`src/sv/csvtok_pkg.sv`:
```
`timescale 1ns / 1ps
// shared types, character codes and helpers for the csv integer token parser
// no dependencies; used by every module of the block

package csvtok_pkg;

  // character codes
  localparam logic [7:0] CH_DOLLAR = 8'h24;
  localparam logic [7:0] CH_R      = 8'h52;
  localparam logic [7:0] CH_Q      = 8'h51;
  localparam logic [7:0] CH_COMMA  = 8'h2C;
  localparam logic [7:0] CH_STAR   = 8'h2A;
  localparam logic [7:0] CH_SPACE  = 8'h20;
  localparam logic [7:0] CH_TAB    = 8'h09;
  localparam logic [7:0] CH_CR     = 8'h0D;
  localparam logic [7:0] CH_PLUS   = 8'h2B;
  localparam logic [7:0] CH_MINUS  = 8'h2D;
  localparam logic [7:0] CH_ZERO   = 8'h30;
  localparam logic [7:0] CH_NINE   = 8'h39;

  // header tracking: 0..3 bytes matched, then past the header
  localparam int unsigned HDR_W = 3;
  localparam logic [HDR_W-1:0] HDR_IDLE = 3'd0;
  localparam logic [HDR_W-1:0] HDR_DONE = 3'd4;

  localparam int unsigned VAL_W = 16;
  localparam int unsigned IDX_W = 8;
  localparam logic [IDX_W-1:0] IDX_MAX = '1;

  // conversion phase of the open token
  typedef enum logic [2:0] {
    PH_SPACE  = 3'b001,
    PH_DIGITS = 3'b010,
    PH_STOP   = 3'b100
  } phase_t;

  // one message byte as it moves from the input register to the core
  typedef struct packed {
    logic [7:0] data;
    logic       last;
  } byte_item_t;

  // expected header byte at a given matched position
  function automatic logic [7:0] hdr_byte(input logic [1:0] pos);
    logic [7:0] ch;
    begin
      unique case (pos)
        2'd0:    ch = CH_DOLLAR;
        2'd1:    ch = CH_R;
        2'd2:    ch = CH_Q;
        default: ch = CH_COMMA;
      endcase
      return ch;
    end
  endfunction

endpackage

```
`src/sv/csv_integer_token_parser_unit.sv`:
```
`timescale 1ns / 1ps
// top level of the csv integer token parser: input register followed by the core
// depends on csvtok_pkg, csvtok_in_stage and csvtok_core

// Parses a byte stream of comma-separated decimal integers, one byte per
// transaction on the in_ channel with in_tlast on the final byte of a message.
// An optional leading "$RQ," header is skipped; ',' and '*' and the final byte
// close a token, and each non-empty token is converted atoi style, wrapped to
// 16 bits, and sent on the out_ channel with its index in the message and
// out_tlast set when the final byte closed it. The block takes one byte every
// clock cycle unless out_tready stalls; a result becomes valid once its closing
// byte has passed the input register and the per-byte update has loaded the
// result register, and a stall on out_tready holds the input side once both
// registers are full.

module csv_integer_token_parser_unit (
  input  logic        clk,
  input  logic        rst_n,
  input  logic        in_tvalid,
  output logic        in_tready,
  input  logic [7:0]  in_tdata,   // [7:0] byte_in
  input  logic        in_tlast,   // end_of_message
  output logic        out_tvalid,
  input  logic        out_tready,
  output logic [23:0] out_tdata,  // [15:0] token_value, [23:16] token_index
  output logic        out_tlast   // message_done
);

  csvtok_pkg::byte_item_t in_item;
  csvtok_pkg::byte_item_t stg_item;
  logic                   stg_valid;
  logic                   stg_ready;
  logic [csvtok_pkg::VAL_W-1:0] token_value;
  logic [csvtok_pkg::IDX_W-1:0] token_index;

  assign in_item.data = in_tdata;
  assign in_item.last = in_tlast;

  // input register
  csvtok_in_stage u_in_stage (
    .clk       (clk),
    .rst_n     (rst_n),
    .in_valid  (in_tvalid),
    .in_ready  (in_tready),
    .in_item   (in_item),
    .stg_valid (stg_valid),
    .stg_ready (stg_ready),
    .stg_item  (stg_item)
  );

  // parser core with result register
  csvtok_core u_core (
    .clk       (clk),
    .rst_n     (rst_n),
    .in_valid  (stg_valid),
    .in_ready  (stg_ready),
    .in_item   (stg_item),
    .out_valid (out_tvalid),
    .out_ready (out_tready),
    .out_value (token_value),
    .out_index (token_index),
    .out_done  (out_tlast)
  );

  assign out_tdata = {token_index, token_value};

endmodule

```
`src/sv/csvtok_in_stage.sv`:
```
`timescale 1ns / 1ps
// input register of the parser: holds one accepted byte until the core takes it
// depends on csvtok_pkg

module csvtok_in_stage (
  input  logic                    clk,
  input  logic                    rst_n,
  input  logic                    in_valid,
  output logic                    in_ready,
  input  csvtok_pkg::byte_item_t  in_item,
  output logic                    stg_valid,
  input  logic                    stg_ready,
  output csvtok_pkg::byte_item_t  stg_item
);

  logic                   valid_r;
  logic                   valid_nxt;
  csvtok_pkg::byte_item_t item_r;

  // register is free when empty or when the core takes it this cycle
  assign in_ready = !valid_r || stg_ready;

  always_comb begin
    valid_nxt = valid_r;
    if (in_ready) begin
      valid_nxt = in_valid;
    end
  end

  // valid flag
  always_ff @(posedge clk) begin
    if (!rst_n) begin
      valid_r <= 1'b0;
    end else begin
      valid_r <= valid_nxt;
    end
  end

  // payload
  always_ff @(posedge clk) begin
    if (in_valid && in_ready) begin
      item_r <= in_item;
    end
  end

  assign stg_valid = valid_r;
  assign stg_item  = item_r;

endmodule

```
`src/sv/csvtok_core.sv`:
```
`timescale 1ns / 1ps
// parser state, per-byte token conversion and result register
// depends on csvtok_pkg

module csvtok_core (
  input  logic                                clk,
  input  logic                                rst_n,
  input  logic                                in_valid,
  output logic                                in_ready,
  input  csvtok_pkg::byte_item_t              in_item,
  output logic                                out_valid,
  input  logic                                out_ready,
  output logic [csvtok_pkg::VAL_W-1:0]        out_value,
  output logic [csvtok_pkg::IDX_W-1:0]        out_index,
  output logic                                out_done
);

  logic [csvtok_pkg::HDR_W-1:0] hdr_r, hdr_nxt;
  logic                         open_r, open_nxt;
  csvtok_pkg::phase_t           phase_r, phase_nxt;
  logic                         neg_r, neg_nxt;
  logic [csvtok_pkg::VAL_W-1:0] acc_r, acc_nxt;
  logic [csvtok_pkg::IDX_W-1:0] cnt_r, cnt_nxt;

  logic                         res_valid_r, res_valid_nxt;
  logic [csvtok_pkg::VAL_W-1:0] res_value_r, res_value;
  logic [csvtok_pkg::IDX_W-1:0] res_index_r;
  logic                         res_done_r;

  logic                         step_en;
  logic                         emit;
  logic                         in_hdr;
  logic                         is_digit;
  logic                         is_space;
  logic                         is_delim;
  logic [csvtok_pkg::VAL_W-1:0] digit_val;
  logic [csvtok_pkg::VAL_W-1:0] acc_x10;

  assign in_ready = !res_valid_r || out_ready;
  assign step_en  = in_valid && in_ready;

  // byte classes
  assign is_digit  = (in_item.data >= csvtok_pkg::CH_ZERO) && (in_item.data <= csvtok_pkg::CH_NINE);
  assign is_space  = (in_item.data == csvtok_pkg::CH_SPACE) ||
                     ((in_item.data >= csvtok_pkg::CH_TAB) && (in_item.data <= csvtok_pkg::CH_CR));
  assign is_delim  = (in_item.data == csvtok_pkg::CH_COMMA) ||
                     (in_item.data == csvtok_pkg::CH_STAR) || in_item.last;
  assign digit_val = {{(csvtok_pkg::VAL_W-4){1'b0}}, in_item.data[3:0]};

  // next state and result for one byte
  always_comb begin
    hdr_nxt   = hdr_r;
    open_nxt  = open_r;
    phase_nxt = phase_r;
    neg_nxt   = neg_r;
    acc_nxt   = acc_r;
    cnt_nxt   = cnt_r;
    emit      = 1'b0;
    in_hdr    = 1'b0;
    res_value = '0;
    acc_x10   = '0;

    // header match
    if (hdr_r == csvtok_pkg::HDR_IDLE) begin
      if (in_item.data == csvtok_pkg::CH_DOLLAR && !in_item.last) begin
        hdr_nxt = csvtok_pkg::HDR_IDLE + 3'd1;
        in_hdr  = 1'b1;
      end else begin
        hdr_nxt = csvtok_pkg::HDR_DONE;
      end
    end else if (hdr_r < csvtok_pkg::HDR_DONE) begin
      if (!in_item.last && in_item.data == csvtok_pkg::hdr_byte(hdr_r[1:0])) begin
        hdr_nxt = hdr_r + 3'd1;
        in_hdr  = 1'b1;
      end else begin
        // broken header opens a token stopped at the dollar sign
        hdr_nxt   = csvtok_pkg::HDR_DONE;
        open_nxt  = 1'b1;
        phase_nxt = csvtok_pkg::PH_STOP;
        neg_nxt   = 1'b0;
        acc_nxt   = '0;
      end
    end

    // token close or conversion
    if (!in_hdr) begin
      if (is_delim) begin
        if (open_nxt) begin
          emit      = 1'b1;
          res_value = neg_nxt ? (~acc_nxt + 16'd1) : acc_nxt;
          if (cnt_r != csvtok_pkg::IDX_MAX) begin
            cnt_nxt = cnt_r + 8'd1;
          end
          open_nxt = 1'b0;
        end
      end else begin
        if (!open_nxt) begin
          open_nxt  = 1'b1;
          phase_nxt = csvtok_pkg::PH_SPACE;
          neg_nxt   = 1'b0;
          acc_nxt   = '0;
        end
        acc_x10 = {acc_nxt[12:0], 3'b000} + {acc_nxt[14:0], 1'b0};
        unique case (phase_nxt)
          csvtok_pkg::PH_SPACE: begin
            if (is_space) begin
              phase_nxt = csvtok_pkg::PH_SPACE;
            end else if (in_item.data == csvtok_pkg::CH_PLUS) begin
              phase_nxt = csvtok_pkg::PH_DIGITS;
            end else if (in_item.data == csvtok_pkg::CH_MINUS) begin
              neg_nxt   = 1'b1;
              phase_nxt = csvtok_pkg::PH_DIGITS;
            end else if (is_digit) begin
              acc_nxt   = digit_val;
              phase_nxt = csvtok_pkg::PH_DIGITS;
            end else begin
              phase_nxt = csvtok_pkg::PH_STOP;
            end
          end
          csvtok_pkg::PH_DIGITS: begin
            if (is_digit) begin
              acc_nxt = acc_x10 + digit_val;
            end else begin
              phase_nxt = csvtok_pkg::PH_STOP;
            end
          end
          csvtok_pkg::PH_STOP: begin
            phase_nxt = csvtok_pkg::PH_STOP;
          end
          default: begin
            phase_nxt = csvtok_pkg::PH_STOP;
          end
        endcase
      end
    end

    // final byte returns everything to the message start
    if (in_item.last) begin
      hdr_nxt   = csvtok_pkg::HDR_IDLE;
      open_nxt  = 1'b0;
      phase_nxt = csvtok_pkg::PH_SPACE;
      neg_nxt   = 1'b0;
      acc_nxt   = '0;
      cnt_nxt   = '0;
    end
  end

  // parser state
  always_ff @(posedge clk) begin
    if (!rst_n) begin
      hdr_r   <= csvtok_pkg::HDR_IDLE;
      open_r  <= 1'b0;
      phase_r <= csvtok_pkg::PH_SPACE;
      neg_r   <= 1'b0;
      acc_r   <= '0;
      cnt_r   <= '0;
    end else if (step_en) begin
      hdr_r   <= hdr_nxt;
      open_r  <= open_nxt;
      phase_r <= phase_nxt;
      neg_r   <= neg_nxt;
      acc_r   <= acc_nxt;
      cnt_r   <= cnt_nxt;
    end
  end

  // result register valid
  always_comb begin
    res_valid_nxt = res_valid_r;
    if (in_ready) begin
      res_valid_nxt = step_en && emit;
    end
  end

  always_ff @(posedge clk) begin
    if (!rst_n) begin
      res_valid_r <= 1'b0;
    end else begin
      res_valid_r <= res_valid_nxt;
    end
  end

  // result payload
  always_ff @(posedge clk) begin
    if (step_en && emit) begin
      res_value_r <= res_value;
      res_index_r <= cnt_r;
      res_done_r  <= in_item.last;
    end
  end

  assign out_valid = res_valid_r;
  assign out_value = res_value_r;
  assign out_index = res_index_r;
  assign out_done  = res_done_r;

  // a stalled result blocks the next byte
  a_stall_blocks: assert property (@(posedge clk) disable iff (!rst_n)
    (res_valid_r && !out_ready) |-> !step_en)
    else $error("byte consumed while result stalled");

  // the final byte clears all message state
  a_last_clears: assert property (@(posedge clk) disable iff (!rst_n)
    (step_en && in_item.last) |=> (hdr_r == csvtok_pkg::HDR_IDLE && !open_r && cnt_r == '0))
    else $error("state not cleared after final byte");

  // token count only grows inside a message
  a_cnt_mono: assert property (@(posedge clk) disable iff (!rst_n)
    (step_en && !in_item.last) |=> (cnt_r >= $past(cnt_r)))
    else $error("token count went backwards");

  // header position stays within range
  a_hdr_range: assert property (@(posedge clk) disable iff (!rst_n)
    hdr_r <= csvtok_pkg::HDR_DONE)
    else $error("header position out of range");

  // a result taken from a final byte carries the done flag
  a_done_flag: assert property (@(posedge clk) disable iff (!rst_n)
    (step_en && emit) |=> (res_valid_r && res_done_r == $past(in_item.last)))
    else $error("result done flag mismatch");

endmodule

```
`config.mk`:
```
export PLATFORM = sky130hd
export DESIGN_NAME = csv_integer_token_parser_unit
export DESIGN_NICKNAME = d
export VERILOG_FILES = /design/src/sv/csvtok_pkg.sv /design/src/sv/csv_integer_token_parser_unit.sv /design/src/sv/csvtok_in_stage.sv /design/src/sv/csvtok_core.sv
export SDC_FILE = /design/constraint.sdc
export NUM_CORES = 1
export LEC_CHECK = 0
export BUFFER_PORTS_ARGS = -buffer_cell sky130_fd_sc_hd__buf_2
export CAP_MARGIN = 10
export CELL_PAD_IN_SITES_DETAIL_PLACEMENT = 0
export CELL_PAD_IN_SITES_GLOBAL_PLACEMENT = 1
export CORE_AREA = 2 2 138 140
export CTS_BUF_LIST = sky130_fd_sc_hd__clkbuf_8
export DETAILED_ROUTE_END_ITERATION = 16
export DIE_AREA = 0 0 140 142
export GPL_TIMING_DRIVEN = 1
export PLACE_DENSITY_LB_ADDON = 0.2
export SETUP_SLACK_MARGIN = 0.05
export SLEW_MARGIN = 20
export SYNTH_ARGS = -nofsm -noshare
export SYNTH_HDL_FRONTEND = slang
export SYNTH_HIERARCHICAL = 1
export SYNTH_SLANG_ARGS = --single-unit
```
`constraint.sdc`:
```
create_clock -name clk -period 4 [get_ports clk]
set_input_delay 0.8 -clock clk [delete_from_list [all_inputs] [get_ports clk]]
set_output_delay 0.8 -clock clk [all_outputs]
set_load 0.005 [all_outputs]
```
==> run summary <==
post-synth top area share: 22.6%
CTS tree: built
total wire length: 12700 um
Hold Crit Class: flop to flop
Yosys top cell by area: edfxtp_1
worst stage delay on the critical path: 0.44 ns
global placer's final weighted congestion: 0.831
CP max FO: 7
most frequent CP cell: ha_1
setup ws final: 0.226 ns
Critical Path Source Type: flop
main flop type after synthesis: edfxtp_1
Post-Syn Area: 4520 um^2
top cells by area in the synthesized netlist: edfxtp_1 (23%), dfxtp_1 (15%), ha_1 (8.9%)
number of distinct library cells after synthesis: 76
EDFF count, synth: 34
Final HPWL DP: 9540 um
top-count cell post-synth: nor2_1
clock tree sinks: 68
CP required: 4.27 ns
root buffer cell: clkbuf_8
chip width: 140 um
post-route ant nets: 0
failing checks: DRC
status: finished, violations left
worst endpoint data arrival time: 4.04 ns
Peak supply drop: 0.129 mV
Die Span Y: 142 um
# DRC: 1
Boundary Pins: 40
slowest CP cell: or3b_2
largest net degree at the start of global routing: 26
DR vias: 3890
max_cap viols: 0
Port Buf Inserts: 39
post-synthesis instance total: 485
initial antenna violation count: 0
Total GRT Usage: 13.0%
TNS Setup: 0 ns
P&R area growth vs syn: 16.9%
Final Max Slew Viols: 0
global-route wire length before repair: 20300 um
share of layout cells above drive strength 1: 19.6%
placed instance area: 5020 um^2
Fmax achieved: 265 MHz
RSZ-0062 raised after global routing: yes
leak pwr: 2.21 nW
# hold bufs at CTS: 0
Seq/Total Area, Yosys: 37.6%
DR vias/cell: 5.05
synth warn: 6
DRT iter0 DRCs: 272
H-Tree Level Count: 3
power per cell area: 283 nW/um^2
post-route cell area: 5290 um^2
CTS Buf Count: 9
vias in the first global route: 3675
n_diodes: 0
worst-path cell chain: inv_1, ha_1, xor2_1, nor2_1, a31o_2, and3_1, ha_1, ha_1, fa_2, a211oi_2, nor2_1, o21ai_1, or3b_2, a32o_1
CP endpoint kind: flop
Die ar.: 19900 um^2
FFs w/ async S/R, synth: 0%
clk buf depth: 2
post-synthesis register bit count: 68
fin crit share: 94.3%
GR Overflow Total: 0
pre-CTS WS: 0.128 ns
Fin Clk Skew: 0.0131 ns
endpoints failing hold: 0
final setup violation count: 0
WS Path Type: flop to flop
first drt pass iteration count: 13
Initial Utilization: 24.5%
Worst-path clk slew: 0.08 ns
worst slew pin tran: 0.852 ns
Layout Nets: 577
minimum clock period: 3.77 ns
core box area: 18500 um^2
Synthesized Nets: 531
routed length per instance: 16.5 um
Rel. slew slack: 42.5%
Post-synth top cells: nor2_1 (37), dfxtp_1 (34), edfxtp_1 (34), nand2_1 (34), a21oi_1 (33)
Mapped Avg Cell Area: 9.32 um^2
Worst-Skew Late Latency: 0.37 ns
# rows: 50
==> per-stage QoR <==
step | util, % | hold slack, ns | std cells | power, mW
final | 28.7 | 0.492 | 770 | 1.50
after global routing | 28.7 | 0.518 | 770 | 1.55
after CTS | 28.4 | 0.494 | 769 | 1.51
after detailed placement | 27.2 | 0.477 | 753 | 0.855
after global placement | 27.2 | 0.470 | 753 | 0.856
after floorplan | - | 0.424 | 485 | 0.824
==> routing by layer <==
| metal | wire length, um | track usage (%) | vias up |
|---|---|---|---|
| met3 | 411 | 1.85 | 13 |
| li1 | - | - | 1941 |
| met4 | 244 | 5.58 | 0 |
| met1 | 6190 | 18.1 | 1863 |
| met2 | 5830 | 20.2 | 73 |
| met5 | 0 | 0 | - |
==> report_power, final <==
part | switching (mW) | internal (mW)
Sequential | 0.0115 | 0.736
Clock | 0.301 | 0.354
Combinational | 0.0585 | 0.0343
==> layout by cell type, fill, tap and decap left out, types with 11 or more instances in the layout <==
cell type,n
xor2_1,12
and3_1,16
inv_1,13
a21o_1,12
edfxtp_1,34
dfxtp_1,32
buf_4,19
buf_2,39
o21ai_0,20
ha_1,31
nand3_1,17
nor2_1,36
nand2_1,34
or3_1,11
nand4_1,11
a21oi_1,32
==> critical path, delay by kind of cell (launching register included) <==
kind | cells | cell delay (ns)
adder cells (fa/ha/maj) | 4 | 1.08
AND/OR/NAND/NOR | 4 | 1.11
XOR/XNOR | 1 | 0.14
AO/OA/AOI/OAI | 4 | 0.90
flip-flops | 1 | 0.37
buffers and inverters | 1 | 0.07
==> sequential cells by signal, indices dropped and copies added, names as in the netlist <==
signal                flops
u_core/out_value         16
u_core/acc_r             16
u_core/out_done           1
u_in_stage/stg_valid      1
u_core/open_r             1
u_core/neg_r              1
u_in_stage/stg_item       9
u_core/out_valid          1
u_core/hdr_r              3
u_core/phase_r            3
u_core/out_index          8
u_core/cnt_r              8
==> logic make-up after synthesis <==
family                   share of synthesized area, %
XOR/XNOR                                         4.07
multiplexers                                    0.692
AND/OR/NAND/NOR                                  22.9
flip-flops                                       37.6
buffers and inverters                            3.98
AO/OA/AOI/OAI                                    21.4
adder cells (fa/ha/maj)                          9.30
==> worst paths after layout <==
kind                                 startpoint             endpoint  slack [ns]  depth (start not counted)
worst max-delay path            u_core/hdr_r[0]      u_core/acc_r[8]        0.23                         14
worst min-delay path            u_core/cnt_r[6]  u_core/out_index[6]        0.49                          0
worst max register to register  u_core/hdr_r[0]      u_core/acc_r[8]        0.23                         14
worst min register to register  u_core/cnt_r[6]  u_core/out_index[6]        0.49                          0
==> layout make-up <==
type | instances | area (um^2)
Clock buffer | 9 | 124
Inverter | 14 | 52.6
Clock inverter | 7 | 98.8
Multi-Input combinational cell | 380 | 2680
Tap cell | 234 | 293
Fill cell | 1926 | 13200
Sequential cell | 68 | 1700
Timing Repair Buffer | 58 | 338
==> timing repair <==
action                     4_1_cts  5_1_grt
gates resized for setup          0        8
setup buffers                    0        1
setup endpoints to repair        0        9
hold endpoints to repair         0        0
Note: power is estimated with default switching activity, not from simulation.
